`src/rtl/dlr_pkg.sv`:
```
// ----------------------------------------------------------------------------
// Dashed line rasterizer package
// Opcodes, register indexes and configuration widths and reset values.
// ----------------------------------------------------------------------------
package dlr_pkg;

	// Input word opcode
	typedef enum logic {
		OP_LOAD = 1'b0,
		OP_STEP = 1'b1
	} opcode_t;

	// Configuration register indexes
	localparam int CFG_IDX_BITS = 2;
	typedef enum logic [CFG_IDX_BITS-1:0] {
		REG_DASH_MASK  = 2'd0,
		REG_CLIP_MAX_X = 2'd1,
		REG_CLIP_MAX_Y = 2'd2,
		REG_UNUSED     = 2'd3
	} cfg_reg_t;

	// Configuration field widths
	localparam int DASH_BITS = 16;
	localparam int CLIP_BITS = 11;
	localparam int CFG_DATA_BITS = 16;

	// Reset values: solid line, square clip box
	localparam logic [DASH_BITS-1:0] DASH_MASK_RESET = 16'hFFFF;
	localparam logic [CLIP_BITS-1:0] CLIP_MAX_RESET  = 11'd792;

endpackage

```
`src/rtl/dashed_line_rasterizer_top.sv`:
```
// ----------------------------------------------------------------------------
// Dashed line rasterizer
// Walks a line segment one pixel per step word with a residual rule, and
// flags each pixel against a dash mask and an inclusive clip box.
// ----------------------------------------------------------------------------
// Path: an input word passes through the input register, then the
//   single-pass walk update into the result register.
// Throughput: one word per cycle unless a stalled result blocks a step;
//   the walk update is one add-compare pass between the input and result registers.
// Reset: asynchronous, active low; walk goes idle, dash mask all ones,
//   clip limits 792. Configuration writes are always ready.
module dashed_line_rasterizer_top #(
	parameter int COORD_BITS = 12
) (
	input  logic                                  clk,
	input  logic                                  arst_n,
	// Input channel
	input  logic                                  in_valid,
	output logic                                  in_stall,
	input  logic                                  opcode,
	input  logic signed [COORD_BITS-1:0]          x_start,
	input  logic signed [COORD_BITS-1:0]          y_start,
	input  logic signed [COORD_BITS-1:0]          x_end,
	input  logic signed [COORD_BITS-1:0]          y_end,
	// Result channel
	output logic                                  out_valid,
	input  logic                                  out_stall,
	output logic signed [COORD_BITS-1:0]          pixel_x,
	output logic signed [COORD_BITS-1:0]          pixel_y,
	output logic                                  draw,
	output logic                                  last,
	// Configuration write channel
	input  logic                                  cfg_valid,
	output logic                                  cfg_ready,
	input  logic [dlr_pkg::CFG_IDX_BITS-1:0]      cfg_index,
	input  logic [dlr_pkg::CFG_DATA_BITS-1:0]     cfg_data
);

	localparam int RES_BITS = COORD_BITS + 2;
	localparam int SUM_BITS = (COORD_BITS + 1 > dlr_pkg::DASH_BITS) ?
		COORD_BITS + 1 : dlr_pkg::DASH_BITS;
	localparam int CMP_BITS = (COORD_BITS > dlr_pkg::CLIP_BITS) ?
		COORD_BITS : dlr_pkg::CLIP_BITS;

	// Configuration registers
	logic [dlr_pkg::DASH_BITS-1:0] dash_mask_q;
	logic [dlr_pkg::CLIP_BITS-1:0] clip_max_x_q;
	logic [dlr_pkg::CLIP_BITS-1:0] clip_max_y_q;

	// Input register
	logic                         valid_s1;
	dlr_pkg::opcode_t             opcode_s1;
	logic signed [COORD_BITS-1:0] x_start_s1, y_start_s1, x_end_s1, y_end_s1;

	// Walk state
	logic                         busy_q;
	logic signed [COORD_BITS-1:0] cur_x_q, cur_y_q, end_x_q, end_y_q;
	logic [COORD_BITS-1:0]        delta_x_q, delta_y_q;
	logic                         neg_x_q, neg_y_q;
	logic                         major_is_x_q;
	logic [RES_BITS-1:0]          res_one_q, res_two_q;

	// Result register
	logic                         out_valid_q;
	logic signed [COORD_BITS-1:0] pixel_x_q, pixel_y_q;
	logic                         draw_q, last_q;

	// Stage control
	logic out_free, is_load, is_step, produces, adv;
	logic at_end;

	// Load setup
	logic signed [COORD_BITS:0] dx_full, dy_full;
	logic [COORD_BITS:0]        dx_abs, dy_abs;
	logic [COORD_BITS-1:0]      load_dx, load_dy;

	// Step update
	logic                         res_gt;
	logic [RES_BITS-1:0]          d_major, d_minor;
	logic                         minor_move;
	logic signed [COORD_BITS-1:0] step_x, step_y;
	logic signed [COORD_BITS-1:0] emit_x, emit_y;

	// Pixel test
	logic signed [SUM_BITS-1:0]    ext_x, ext_y, dash_sum;
	logic                          dash_hit, in_box, draw_d;
	logic [CMP_BITS-1:0]           cmp_x, cmp_y, lim_x, lim_y;

	assign cfg_ready = 1'b1;

	// Configuration writes; unknown indexes are dropped
	always_ff @(posedge clk or negedge arst_n) begin
		if (!arst_n) begin
			dash_mask_q  <= dlr_pkg::DASH_MASK_RESET;
			clip_max_x_q <= dlr_pkg::CLIP_MAX_RESET;
			clip_max_y_q <= dlr_pkg::CLIP_MAX_RESET;
		end else if (cfg_valid && cfg_ready) begin
			unique case (dlr_pkg::cfg_reg_t'(cfg_index))
				dlr_pkg::REG_DASH_MASK:  dash_mask_q  <= cfg_data[dlr_pkg::DASH_BITS-1:0];
				dlr_pkg::REG_CLIP_MAX_X: clip_max_x_q <= cfg_data[dlr_pkg::CLIP_BITS-1:0];
				dlr_pkg::REG_CLIP_MAX_Y: clip_max_y_q <= cfg_data[dlr_pkg::CLIP_BITS-1:0];
				default: ;
			endcase
		end
	end

	// Stage control: a word leaves the input register unless its pixel
	// has nowhere to go
	assign is_load  = (opcode_s1 == dlr_pkg::OP_LOAD);
	assign is_step  = (opcode_s1 == dlr_pkg::OP_STEP);
	assign produces = is_step && busy_q;
	assign out_free = !out_valid_q || !out_stall;
	assign adv      = valid_s1 && (!produces || out_free);
	assign in_stall = valid_s1 && !adv;

	// Input register valid
	always_ff @(posedge clk or negedge arst_n) begin
		if (!arst_n) begin
			valid_s1 <= 1'b0;
		end else if (!in_stall) begin
			valid_s1 <= in_valid;
		end
	end

	// Input register payload; hold while stalled
	always_ff @(posedge clk) begin
		if (in_valid && !in_stall) begin
			opcode_s1  <= dlr_pkg::opcode_t'(opcode);
			x_start_s1 <= x_start;
			y_start_s1 <= y_start;
			x_end_s1   <= x_end;
			y_end_s1   <= y_end;
		end
	end

	// Load setup: absolute deltas and step directions
	assign dx_full = {x_end_s1[COORD_BITS-1], x_end_s1} - {x_start_s1[COORD_BITS-1], x_start_s1};
	assign dy_full = {y_end_s1[COORD_BITS-1], y_end_s1} - {y_start_s1[COORD_BITS-1], y_start_s1};
	assign dx_abs  = dx_full[COORD_BITS] ? -dx_full : dx_full;
	assign dy_abs  = dy_full[COORD_BITS] ? -dy_full : dy_full;
	assign load_dx = dx_abs[COORD_BITS-1:0];
	assign load_dy = dy_abs[COORD_BITS-1:0];

	// Step update: residual compare, minor move, major move
	assign at_end     = major_is_x_q ? (cur_x_q == end_x_q) : (cur_y_q == end_y_q);
	assign d_major    = {2'b00, major_is_x_q ? delta_x_q : delta_y_q};
	assign d_minor    = {2'b00, major_is_x_q ? delta_y_q : delta_x_q};
	assign res_gt     = res_one_q > res_two_q;
	assign minor_move = res_gt;

	always_comb begin
		step_x = cur_x_q;
		step_y = cur_y_q;
		if (major_is_x_q || minor_move) begin
			step_x = neg_x_q ? cur_x_q - COORD_BITS'(1) : cur_x_q + COORD_BITS'(1);
		end
		if (!major_is_x_q || minor_move) begin
			step_y = neg_y_q ? cur_y_q - COORD_BITS'(1) : cur_y_q + COORD_BITS'(1);
		end
	end

	// Walk state
	always_ff @(posedge clk or negedge arst_n) begin
		if (!arst_n) begin
			busy_q <= 1'b0;
		end else if (adv) begin
			if (is_load) begin
				busy_q <= 1'b1;
			end else if (busy_q && at_end) begin
				busy_q <= 1'b0;
			end
		end
	end

	always_ff @(posedge clk) begin
		if (adv && is_load) begin
			cur_x_q      <= x_start_s1;
			cur_y_q      <= y_start_s1;
			end_x_q      <= x_end_s1;
			end_y_q      <= y_end_s1;
			delta_x_q    <= load_dx;
			delta_y_q    <= load_dy;
			neg_x_q      <= dx_full[COORD_BITS];
			neg_y_q      <= dy_full[COORD_BITS];
			major_is_x_q <= (load_dx >= load_dy);
			res_one_q    <= '0;
			res_two_q    <= '0;
		end else if (adv && produces && !at_end) begin
			cur_x_q   <= step_x;
			cur_y_q   <= step_y;
			res_one_q <= (res_gt ? '0 : res_one_q) + d_minor;
			if (res_gt) begin
				res_two_q <= res_two_q + d_major - res_one_q;
			end
		end
	end

	// Pixel test: dash mask on x plus or minus y, then the clip box
	assign emit_x   = at_end ? end_x_q : cur_x_q;
	assign emit_y   = at_end ? end_y_q : cur_y_q;
	assign ext_x    = SUM_BITS'(emit_x);
	assign ext_y    = SUM_BITS'(emit_y);
	assign dash_sum = (neg_x_q == neg_y_q) ? ext_x + ext_y : ext_x - ext_y;
	assign dash_hit = |(dash_sum[dlr_pkg::DASH_BITS-1:0] & dash_mask_q);
	assign cmp_x    = CMP_BITS'(unsigned'(emit_x));
	assign cmp_y    = CMP_BITS'(unsigned'(emit_y));
	assign lim_x    = CMP_BITS'(clip_max_x_q);
	assign lim_y    = CMP_BITS'(clip_max_y_q);
	assign in_box   = !emit_x[COORD_BITS-1] && !emit_y[COORD_BITS-1] &&
		(cmp_x <= lim_x) && (cmp_y <= lim_y);
	assign draw_d   = dash_hit && in_box;

	// Result register valid: load on a producing step, drop when taken
	always_ff @(posedge clk or negedge arst_n) begin
		if (!arst_n) begin
			out_valid_q <= 1'b0;
		end else if (adv && produces) begin
			out_valid_q <= 1'b1;
		end else if (!out_stall) begin
			out_valid_q <= 1'b0;
		end
	end

	// Result register payload
	always_ff @(posedge clk) begin
		if (adv && produces) begin
			pixel_x_q <= emit_x;
			pixel_y_q <= emit_y;
			draw_q    <= draw_d;
			last_q    <= at_end;
		end
	end

	assign out_valid = out_valid_q;
	assign pixel_x   = pixel_x_q;
	assign pixel_y   = pixel_y_q;
	assign draw      = draw_q;
	assign last      = last_q;

	// The endpoint word ends the walk
	a_end_idle: assert property (@(posedge clk) disable iff (!arst_n)
		adv && produces && at_end |=> !busy_q)
		else $error("walk still busy after endpoint word");

	// Stall only with a word held in the input register
	a_stall_held: assert property (@(posedge clk) disable iff (!arst_n)
		in_stall |-> valid_s1 && produces)
		else $error("input stalled without a pending pixel");

	// A new result only comes from a step of an active walk
	a_result_src: assert property (@(posedge clk) disable iff (!arst_n)
		$rose(out_valid_q) |-> $past(busy_q) && $past(is_step))
		else $error("result word without an active walk");

	// A held result is never overwritten
	a_no_overwrite: assert property (@(posedge clk) disable iff (!arst_n)
		out_valid_q && out_stall |-> !(adv && produces))
		else $error("result word overwritten while stalled");

endmodule
```
`config.mk`:
```
export PLATFORM = sky130hd
export DESIGN_NAME = dashed_line_rasterizer_top
export DESIGN_NICKNAME = d
export VERILOG_FILES = /design/src/rtl/dlr_pkg.sv /design/src/rtl/dashed_line_rasterizer_top.sv
export SDC_FILE = /design/constraint.sdc
export NUM_CORES = 1
export LEC_CHECK = 0
export ABC_CLOCK_PERIOD_IN_PS = 5100
export BUFFER_PORTS_ARGS = -buffer_cell sky130_fd_sc_hd__buf_2
export CAP_MARGIN = 20
export CORE_UTILIZATION = 50
export CTS_CLUSTER_DIAMETER = 40
export DETAILED_ROUTE_END_ITERATION = 8
export GPL_TIMING_DRIVEN = 0
export HOLD_SLACK_MARGIN = 0.08
export PLACE_DENSITY = 0.8
export SYNTH_ARGS = -nofsm -noshare
export SYNTH_HDL_FRONTEND = slang
export SYNTH_SLANG_ARGS = --single-unit
```
`constraint.sdc`:
```
create_clock -name clk -period 5.1 [get_ports clk]
set_clock_uncertainty 0.1 [all_clocks]
set_input_delay 1.02 -clock clk [delete_from_list [all_inputs] [get_ports clk]]
set_output_delay 1.02 -clock clk [all_outputs]
set_load 0.1 [all_outputs]
```
==> results.md, run 1 <==
* Die width at 173 um
* Number of DRC markers in iteration 0 at roughly 1300
* Final Setup Violations at 0
* Syn avg cell area at 10.5 um2
* H-tree depth at 2
* Share of cells above drive strength 1 at 0.193
* Cell Area, Synth at between 10000 and 15000 um2
* Crit. path cell count at 21
* Worst path cell trace: xor2_1, nor4_2, and4_1, buf_4, nor2_4, buf_8, clkinvlp_4, nor2_1, a21o_1, inv_1, ha_4, nand2_1, o21a_1, fa_1, xnor2_1, a221o_1, a221o_1, a221oi_1, nand4_1, a211oi_1, a211oi_1
* Post-synth EDFFs at 150
* CTS Buf Count at 36
* Top-area cell type share of the netlist area at 0.308
* Post-synthesis xor/xnor area fraction at 0.0743
* Final Critical Period at ~4.9 ns
* Die height at 173 um
* Pin count of the biggest net entering global routing at 43
* Fmax at ~200 MHz
* Reg2reg setup slack at 0.18 ns
* DRC at 0
* Worst-margin pin slew at 1.01 ns
* YS warnings at 0
* Area Overhead vs Synth at 16.3%
* Startpoint types: flip-flop
* Fin nets at 1775
* Initial antenna violation count at 0
* Hold path cells at 0
* Global route overflow at 0
* Worst hold margin at around 0.37 ns
* Dominant cell type by area after synthesis: edfxtp_1
* Power per cell area at 594 nW/um2
* Fin crit share at 0.966
* Critical path class: flip-flop to flip-flop
* Req. time, crit path at approximately 5.3 ns
* Vias/cell at 5.82
* Worst path top cell family by delay: compound AO/OA/AOI/OAI gates
* Post-synthesis mux area share at 0.0646
* Area contributors post-synth: edfxtp_1 (31%), ha_1 (12%), mux2_2 (5.1%)
* Initial Util at 0.509
* Setup slack at placement at -0.185 ns
* Critical Path Source: end_y_q[10]
* Maximum vdd drop at 320 uV
* IO Count at 101
* Slew HR at 0.323
* Number of global-route vias before repair at 10900
* Worst path slowest cell: edfxtp_1
* Synth cell types at 75
* Clock Path Buffers at 3
* Complex-gate fraction of the synthesized area at 0.133
* Worst hold path type: flip-flop to flip-flop
* Most common cell after layout, fill and taps aside: inv_1
* Average wire per standard cell at between 15 and 20 um
* RSZ-0062 raised after global routing: true
* Slew Limit Fails at 0
* Net Count, Synth at 1629
* Cell count after synthesis at 1394
* Num Clock Sinks at ~220
* Reg clk slew, reported paths at approximately 0.050 ns
* DRT antenna net count at 0
* Critical Path Sink: draw
* Reg2reg end: draw
* Predominant post-synthesis flop cell: edfxtp_1
* TritonRoute pass-1 iters at 6
* Die footprint at 29900 um2
* Simple-gate share of the synthesized area at 0.110
* Max Cap Viol at 0
* CTS tree: done
* Crit. End Element: flip-flop
* Post-synth ARST share at 0.187
* # port buffers at 99
* Global-route wire length before repair at 57500 um
* Status: finished, final reports clean
* Most frequent cells in the layout: inv_1 (153), edfxtp_1 (150), ha_1 (143)
* Routed WL at approximately 37000 um
* Core area at 28700 um2
* Setup slack after layout at 0.175 ns
* Final HPWL DP at 27100 um
* Static leakage at 7.16 nW
* Row count at 62
* Root buffer cell: clkbuf_16
* Crit Path Max Fanout at 10
* Register bit count reported by yosys at roughly 220
* GP Congestion at 0.913
* Clk_lat worst skew at about 0.53 ns
* Hold-fix buffers, CTS at 0
* DR vias at 11300
* CP Buf/Inv Count at 4
* Crit path DAT at 5.08 ns
* Reg2Reg Launch Point: end_y_q[10]
* R2R depth at 21
* Adder-cell share of the synthesized area at 0.149
* Antenna cell count at 0
* Crit-path max cell delay at ~0.47 ns
* Post-synthesis sequential area ratio at 0.419
* Final hold violations at 0
* Main combinational cell family by area after synthesis: adder cells
* GRT Total Usage at 0.243
==> registers in the layout (all words and copies together), names as in the netlist, 11 cells and up <==
signal,cells
end_x_q,12
dash_mask_q,16
y_end_s1,12
x_end_s1,12
pixel_y,12
res_two_q,14
delta_x_q,12
y_start_s1,12
end_y_q,12
clip_max_y_q,11
res_one_q,14
x_start_s1,12
delta_y_q,12
cur_x_q,12
clip_max_x_q,11
pixel_x,12
cur_y_q,12
==> synthesized netlist by cell type (14+ instances only) <==
cell type    n
o31ai_1     14
inv_1      154
nor2b_1     27
xor2_1      45
fa_1        18
nor2_1      80
dfxtp_1     28
mux2i_1     20
a211oi_1    15
mux2_2      66
o21a_1      25
nand3_1     28
a21oi_1     94
dfstp_2     24
o21ai_0     56
a21o_1      24
xnor2_1     79
nor3_1      28
edfxtp_1   150
dfrtp_1     17
nand2_1     72
ha_1       145
clkbuf_1    16
==> where the power goes <==
part           switching, mW  internal (mW)  leakage (nW)
sequential             0.273           2.32          2.11
clock                  0.927           1.47         0.582
combinational           2.96           2.13          4.47
total                   4.17           5.92          7.16
==> worst min path at each step <==
| stage | endpoint | slack [ns] | startpoint |
|---|---|---|---|
| after floorplan | end_x_q[0] | 0.33 | x_end_s1[0] |
| after global placement | end_y_q[0] | 0.35 | y_end_s1[0] |
| after detailed placement | end_y_q[0] | 0.35 | y_end_s1[0] |
| after CTS | end_y_q[0] | 0.37 | y_end_s1[0] |
| after global routing | end_x_q[10] | 0.38 | x_end_s1[10] |
| final | end_x_q[10] | 0.37 | x_end_s1[10] |
==> through the flow <==
| stage | power, mW | util | TNS (ns) | instance area [um2] | std cells |
|---|---|---|---|---|---|
| 4_1_cts | 9.97 | 0.588 | 0 | 16900 | 1946 |
| 2_1_floorplan | 6.37 | - | 0 | 14600 | 1394 |
| 3_5_place_dp | 7.49 | 0.546 | -0.185 | 15700 | 1881 |
| 5_1_grt | 10.8 | 0.592 | -0.0953 | 17000 | 1951 |
| 6_report | 10.1 | 0.592 | 0 | 17000 | 1951 |
| 3_3_place_gp | 7.29 | 0.543 | -16.76 | 15600 | 1877 |
==> final cells by class <==
type                            instances  area, um2
Clock buffer                           40        947
Tap cell                              384        480
Inverter                              154        582
Timing Repair Buffer                  108        589
Multi-Input combinational cell        990       7860
Fill cell                            2390      11700
Clock inverter                         25        250
Sequential cell                       219       6120
Buffer                                 31        159
==> worst reg2reg max path, cell delays in order, from the launching register on <==
cell and delay, ns:
edfxtp_1 0.47, xor2_1 0.31, nor4_2 0.10, and4_1 0.18
buf_4 0.17, nor2_4 0.21, buf_8 0.20, clkinvlp_4 0.18
nor2_1 0.13, a21o_1 0.15, inv_1 0.10, ha_4 0.27
nand2_1 0.05, o21a_1 0.15, fa_1 0.43, xnor2_1 0.15
a221o_1 0.35, a221o_1 0.26, a221oi_1 0.21, nand4_1 0.15
a211oi_1 0.24, a211oi_1 0.11
==> metal layers <==
layer,part of all wire,GRT usage
met4,0.028,0.0774
met1,0.43,0.333
met2,0.46,0.389
met5,0,0
met3,0.083,0.0438
==> cell families after synthesis <==
group	Yosys count
adder cells (fa/ha/maj)	163
buffers and inverters	185
flip-flops	219
XOR/XNOR	124
AND/OR/NAND/NOR	317
multiplexers	86
AO/OA/AOI/OAI	299
other	1
==> what timing repair did <==
| action | CTS | global route |
|---|---|---|
| endpoints found under the hold margin | 0 | 0 |
| endpoints found under the setup margin | 1 | 3 |
| pin swaps | 0 | 7 |
| gates resized for setup | 3 | 17 |
| buffers inserted | 0 | 5 |
Power figures use the tool's default switching activity.
==> inputs of run 2 (changes only) <==
--- a/config.mk
+++ b/config.mk
@@ -9,6 +9,7 @@
 export BUFFER_PORTS_ARGS = -buffer_cell sky130_fd_sc_hd__buf_2
 export CAP_MARGIN = 20
 export CORE_UTILIZATION = 50
+export CTS_BUF_LIST = sky130_fd_sc_hd__clkbuf_8
 export CTS_CLUSTER_DIAMETER = 40
 export DETAILED_ROUTE_END_ITERATION = 8
 export GPL_TIMING_DRIVEN = 0
@@ -17,3 +18,4 @@
 export SYNTH_ARGS = -nofsm -noshare
 export SYNTH_HDL_FRONTEND = slang
 export SYNTH_SLANG_ARGS = --single-unit
+export TNS_END_PERCENT = 10
==> run 2 against run 1 <==
Setup slack improved by 0.014 ns. Combinational power about the same. Final cell count increased by 0.92%. Via count about the same. Count of clock-buffer cells in the layout increased by 5. Maximum frequency increased by 0.29%. Highest routed layer unchanged.
==> results.md, run 2 (synthesis gave the netlist of run 1 again) <==
* Maximum vdd drop at 314 uV (was 320 uV)
* Die footprint at 29900 um2 (unchanged)
* GP Congestion at 0.913 (unchanged)
* Number of DRC markers in iteration 0 at 1114 (was 1264)
* Slew HR at 0.330 (was 0.323)
* IO Count at 101 (unchanged)
* Die width at 173 um (unchanged)
* DRT antenna net count at 0 (unchanged)
* Registers with the most flip-flops: dash_mask_q (16), res_one_q (14), res_two_q (14) (unchanged)
* Area Overhead vs Synth at 14.5% (was 16.3%)
* Num Clock Sinks at 219 (unchanged)
* Initial antenna violation count at 0 (unchanged)
* Root buffer cell: clkbuf_8 (was clkbuf_16)
* Fin nets at 1785 (was 1775)
* Core Util, Final at 0.583 (was 0.592)
* Routed WL at 36400 um (was 36700 um)
* Finished Cell Area at 16700 um2 (was 17000 um2)
* Startpoint types: flip-flop (unchanged)
* Worst-margin pin slew at 1.00 ns (was 1.01 ns)
* DRC at 0 (unchanged)
* Post-Layout Cell Count at 1969 (was 1951)
* TritonRoute pass-1 iters at 8 (was 6)
* GRT Total Usage at 0.239 (was 0.243)
* CTS tree: done (unchanged)
* Fmax at 204 MHz (was 203 MHz)
* Clk_lat worst skew at 0.58 ns (was 0.53 ns)
* Req. time, crit path at 5.31 ns (was 5.25 ns)
* Vias/cell at 5.77 (was 5.82)
* Area after DPL at 15700 um2 (unchanged)
* Critical Path Source: cur_x_q[11] (was end_y_q[10])
* Static leakage at 7.08 nW (was 7.16 nW)
* Power per cell area at 572 nW/um2 (was 594 nW/um2)
* Reg2reg setup slack at 0.19 ns (was 0.18 ns)
* Reg clk slew, reported paths at 0.06 ns (was 0.05 ns)
* Slew Limit Fails at 0 (unchanged)
* Crit Path Max Fanout at 10 (unchanged)
* Max Cap Viol at 0 (unchanged)
* Worst hold path type: flip-flop to flip-flop (unchanged)
* Die height at 173 um (unchanged)
* Status: finished, final reports clean (unchanged)
* H-tree depth at 2 (unchanged)
* Final hold violations at 0 (unchanged)
* Final Setup Violations at 0 (unchanged)
* Reg2Reg Launch Point: cur_x_q[11] (was end_y_q[10])
* Most frequent cells in the layout: inv_1 (163), edfxtp_1 (150), ha_1 (143) (was inv_1 (153), edfxtp_1 (150), ha_1 (143))
* Max FFs per register at 16 (unchanged)
* Hold-fix buffers, CTS at 0 (unchanged)
* Most common cell after layout, fill and taps aside: inv_1 (unchanged)
* Pin count of the biggest net entering global routing at 43 (unchanged)
* # port buffers at 99 (unchanged)
* Final HPWL DP at 27100 um (unchanged)
* Average wire per standard cell at 18.5 um (was 18.8 um)
* Register bank with the most flops: dash_mask_q (unchanged)
* DR vias at 11400 (was 11300)
* Row count at 62 (unchanged)
* Global route overflow at 0 (unchanged)
* Antenna cell count at 0 (unchanged)
* Share of cells above drive strength 1 at 0.192 (was 0.193)
* Total power at 9.57 mW (was 10.1 mW)
* # fillers at 2417 (was 2390)
* Min-delay src: y_end_s1[0] (was x_end_s1[10])
* Core area at 28700 um2 (unchanged)
* Clock Path Buffers at 3 (unchanged)
* RSZ-0062 raised after global routing: true (unchanged)
* Final Critical Period at 4.91 ns (was 4.92 ns)
* CTS Buf Count at 44 (was 36)
* Global-route wire length before repair at 56500 um (was 57500 um)
* Initial Util at 0.509 (unchanged)
* Number of global-route vias before repair at 11000 (was 10900)
* Crit. End Element: flip-flop (unchanged)
* DP Cell Count at 1881 (unchanged)
* Crit path DAT at 5.13 ns (was 5.08 ns)
* Critical path class: flip-flop to flip-flop (unchanged)
* Fin crit share at 0.963 (was 0.966)
[run 2: final timing paths]
check / endpoint / depth (start not counted)
min: end_y_q[0] / 0
max: draw / 21
min in group asynchronous: clip_max_y_q[6] / 1
min reg2reg: end_y_q[0] / 0
max in group asynchronous: busy_q / 1
max reg2reg: draw / 21
[run 2: power breakdown]
part	leakage, nW	switching (mW)	internal [mW]
logic	4.48	2.93	2.13
clock network	0.492	0.825	1.09
registers	2.11	0.274	2.32
[run 2: area by class of cell]
cell class,instances,area [um2],share of cell area
multi-input cells,990,7850,0.469
flip-flops and latches,219,6120,0.366
clock buffers,45,619,0.0370
repair buffers,110,604,0.0361
inverters,154,582,0.0348
well taps,384,480,0.0287
clock inverters,36,315,0.0188
plain buffers,31,155,0.00927
[run 2: critical path: stages (launching register included)]
cell,delay (ns)
edfxtp_1,0.55
xnor2_1,0.22
nand4_1,0.16
nor4_4,0.45
nor2_4,0.13
buf_6,0.18
clkinvlp_4,0.14
nor2_1,0.06
a21o_1,0.19
inv_1,0.12
ha_4,0.21
nand2_1,0.07
o21ai_0,0.10
ha_1,0.31
a211oi_1,0.33
o21ai_0,0.20
o22ai_1,0.23
o21ai_0,0.19
xor2_1,0.18
a22o_1,0.24
a211oi_1,0.18
a211oi_1,0.11
[run 2: timing repair]
action | 4_1_cts | 5_1_grt
setup buffers | 0 | 7
setup endpoints to repair | 1 | 3
pin swaps | 0 | 5
gates cloned | 0 | 0
gates resized for setup | 3 | 14
[run 2: layer usage]
| metal | GRT usage | vias to the layer above | wire length [um] |
|---|---|---|---|
| li1 | - | 5332 | - |
| met3 | 0.0400 | 87 | 2910 |
| met4 | 0.0760 | 0 | 999 |
| met5 | 0 | - | 0 |
| met2 | 0.385 | 481 | 16800 |
| met1 | 0.328 | 5453 | 15700 |
[run 2: stage by stage]
stage,setup slack [ns],hold slack (ns),TNS [ns]
floorplan,0.656,0.326,0
global placement,-1.34,0.347,-16.76
detailed placement,-0.185,0.353,-0.185
CTS,0.0263,0.363,0
global route,-0.123,0.369,-0.123
finish,0.189,0.359,0
==> inputs of run 3 (changes only) <==
--- a/config.mk
+++ b/config.mk
@@ -9,7 +9,7 @@
 export BUFFER_PORTS_ARGS = -buffer_cell sky130_fd_sc_hd__buf_2
 export CAP_MARGIN = 20
 export CORE_UTILIZATION = 50
-export CTS_BUF_LIST = sky130_fd_sc_hd__clkbuf_8
+export CTS_BUF_LIST = sky130_fd_sc_hd__clkbuf_4 sky130_fd_sc_hd__clkbuf_8 sky130_fd_sc_hd__clkbuf_16
 export CTS_CLUSTER_DIAMETER = 40
 export DETAILED_ROUTE_END_ITERATION = 8
 export GPL_TIMING_DRIVEN = 0
==> run 3 against run 2 <==
Worst hold slack better by 0.012 ns. Core utilization up 0.94 points. Maximum frequency down 0.39%. Critical path depth unchanged. Global-route usage up 0.41 points. Total power up 5.5%. Sequential power about the same. Non-clock buffer count down 2. Flip-flop and latch count unchanged. Via count down 0.14%. Die area unchanged.
==> results.md, run 3 (synthesis gave the netlist of run 1 again) <==
* Static leakage at 7.17 nW (was 7.08 nW)
* Worst hold margin at 0.371 ns (was 0.359 ns)
* DRC at 0 (unchanged)
* Share of cells above drive strength 1 at 0.195 (was 0.192)
* H-tree depth at 2 (unchanged)
* RSZ-0062 raised after global routing: true (unchanged)
* Vias/cell at 5.81 (was 5.77)
* Number of global-route vias before repair at 10900 (was 11000)
* Crit path DAT at 5.08 ns (was 5.13 ns)
* Fin nets at 1775 (was 1785)
* Global-route wire length before repair at 57500 um (was 56500 um)
* Final Setup Violations at 0 (unchanged)
* Clock Path Buffers at 3 (unchanged)
* Reg clk slew, reported paths at 0.06 ns (about the same)
* # port buffers at 99 (unchanged)
* Pin count of the biggest net entering global routing at 43 (unchanged)
* Post-Layout Cell Count at 1951 (was 1969)
* Status: finished, final reports clean (unchanged)
* Die height at 173 um (unchanged)
* Initial antenna violation count at 0 (unchanged)
* Max FFs per register at 16 (unchanged)
* CTS tree: done (unchanged)
* GP Congestion at 0.913 (unchanged)
* Die width at 173 um (unchanged)
* Registers with the most flip-flops: dash_mask_q (16), res_one_q (14), res_two_q (14) (unchanged)
* Most frequent cells in the layout: inv_1 (153), edfxtp_1 (150), ha_1 (143) (was inv_1 (163), edfxtp_1 (150), ha_1 (143))
* Area Overhead vs Synth at 16.3% (was 14.5%)
* Root buffer cell: clkbuf_16 (was clkbuf_8)
* Area after DPL at 15700 um2 (unchanged)
* Req. time, crit path at 5.25 ns (was 5.31 ns)
* Worst-margin pin slew at 1.01 ns (was 1.00 ns)
* GRT Total Usage at 0.243 (was 0.239)
* TritonRoute pass-1 iters at 6 (was 8)
* DR vias at 11300 (was 11400)
* DRT antenna net count at 0 (unchanged)
* IO Count at 101 (unchanged)
* Register bank with the most flops: dash_mask_q (unchanged)
* Final HPWL DP at 27100 um (unchanged)
* Most common cell after layout, fill and taps aside: inv_1 (unchanged)
* Final Critical Period at 4.93 ns (was 4.91 ns)
* Number of DRC markers in iteration 0 at 1171 (was 1114)
* Num Clock Sinks at 219 (unchanged)
* Clk_lat worst skew at 0.52 ns (was 0.58 ns)
* Fin crit share at 0.967 (was 0.963)
* Initial Util at 0.509 (unchanged)
* Slew HR at 0.322 (was 0.330)
* Maximum vdd drop at 321 uV (was 314 uV)
* Worst hold path type: flip-flop to flip-flop (unchanged)
* Fmax at 203 MHz (was 204 MHz)
* Row count at 62 (unchanged)
* Slew Limit Fails at 0 (unchanged)
* Final hold violations at 0 (unchanged)
* Power per cell area at 594 nW/um2 (was 572 nW/um2)
* Critical path class: flip-flop to flip-flop (unchanged)
* Routed WL at 36800 um (was 36400 um)
* Antenna cell count at 0 (unchanged)
* Die footprint at 29900 um2 (unchanged)
* Finished Cell Area at 17000 um2 (was 16700 um2)
* Crit Path Max Fanout at 10 (unchanged)
* Max Cap Viol at 0 (unchanged)
* Core Util, Final at 0.592 (was 0.583)
* DP Cell Count at 1881 (unchanged)
* Crit. End Element: flip-flop (unchanged)
* Global route overflow at 0 (unchanged)
* Average wire per standard cell at 18.9 um (was 18.5 um)
* CTS Buf Count at 36 (was 44)
* Core area at 28700 um2 (unchanged)
* Startpoint types: flip-flop (unchanged)
* Hold-fix buffers, CTS at 0 (unchanged)
run 3: cell count changes in the layout (fill, tap and decap cells not counted), moves of 3 or more:
cell and delta:
bufinv_16 -3, clkbuf_16 +37, clkinv_1 -8, inv_6 +7
clkinvlp_4 -3, clkbuf_8 -44, clkinv_4 +5, inv_1 -10
run 3: timing repair:
item / in CTS / in global routing
pin swaps: 0 / 7
cloned: 0 / 0
setup buffers: 0 / 5
resized for setup: 3 / 18
endpoints found under the setup margin: 1 / 4
hold endpoints to repair: 0 / 0
run 3: path summary, 6_finish.rpt:
kind	from	to	slack, ns	cells past startpoint
min in group asynchronous	arst_n	clip_max_y_q[7]	0.54	1
worst min register to register	y_end_s1[0]	end_y_q[0]	0.37	0
worst max register to register	end_y_q[10]	draw	0.17	21
max in group asynchronous	arst_n	clip_max_x_q[1]	3.80	1
worst min-delay path	y_end_s1[0]	end_y_q[0]	0.37	0
worst max-delay path	end_y_q[10]	draw	0.17	21
run 3: layer usage:
layer  wire length [um]  vias up  global-route usage
li1                   -     5309                   -
met2              17100      490               0.389
met4               1040        0              0.0774
met5                  0        -                   0
met1              15700     5452               0.333
met3               2980       86              0.0438
run 3: cell type report:
class                   count  area [um2]
fillers                  2390       11700
repair buffers            108         589
inverters                 154         582
multi-input cells         990        7860
flip-flops and latches    219        6120
clock inverters            25         250
well taps                 384         480
plain buffers              31         159
clock buffers              40         955
run 3: metrics by stage:
step	worst slack, ns	setup TNS, ns	power [mW]
final	0.170	0	10.1
after global routing	-0.0979	-0.0979	10.8
after CTS	0.00835	0	9.98
after detailed placement	-0.185	-0.185	7.49
after global placement	-1.34	-16.76	7.29
after floorplan	0.656	0	6.37
run 3: worst max-delay path, stage by stage (launching register included):
cell and delay (ns):
edfxtp_1 0.46, xor2_1 0.31, nor4_2 0.10, and4_1 0.18, buf_4 0.17, nor2_4 0.21, buf_8 0.20, clkinvlp_4 0.18
nor2_1 0.13, a21o_1 0.15, inv_1 0.10, ha_4 0.27, nand2_1 0.05, o21a_1 0.16, fa_1 0.43, xnor2_1 0.15
a221o_1 0.35, a221o_1 0.26, a221oi_1 0.21, nand4_1 0.15, a211oi_1 0.24, a211oi_1 0.11
run 3: where the power goes:
group,switching (mW),leakage (nW),internal [mW]
registers,0.274,2.11,2.32
logic,2.96,4.47,2.13
clock network,0.925,0.589,1.48
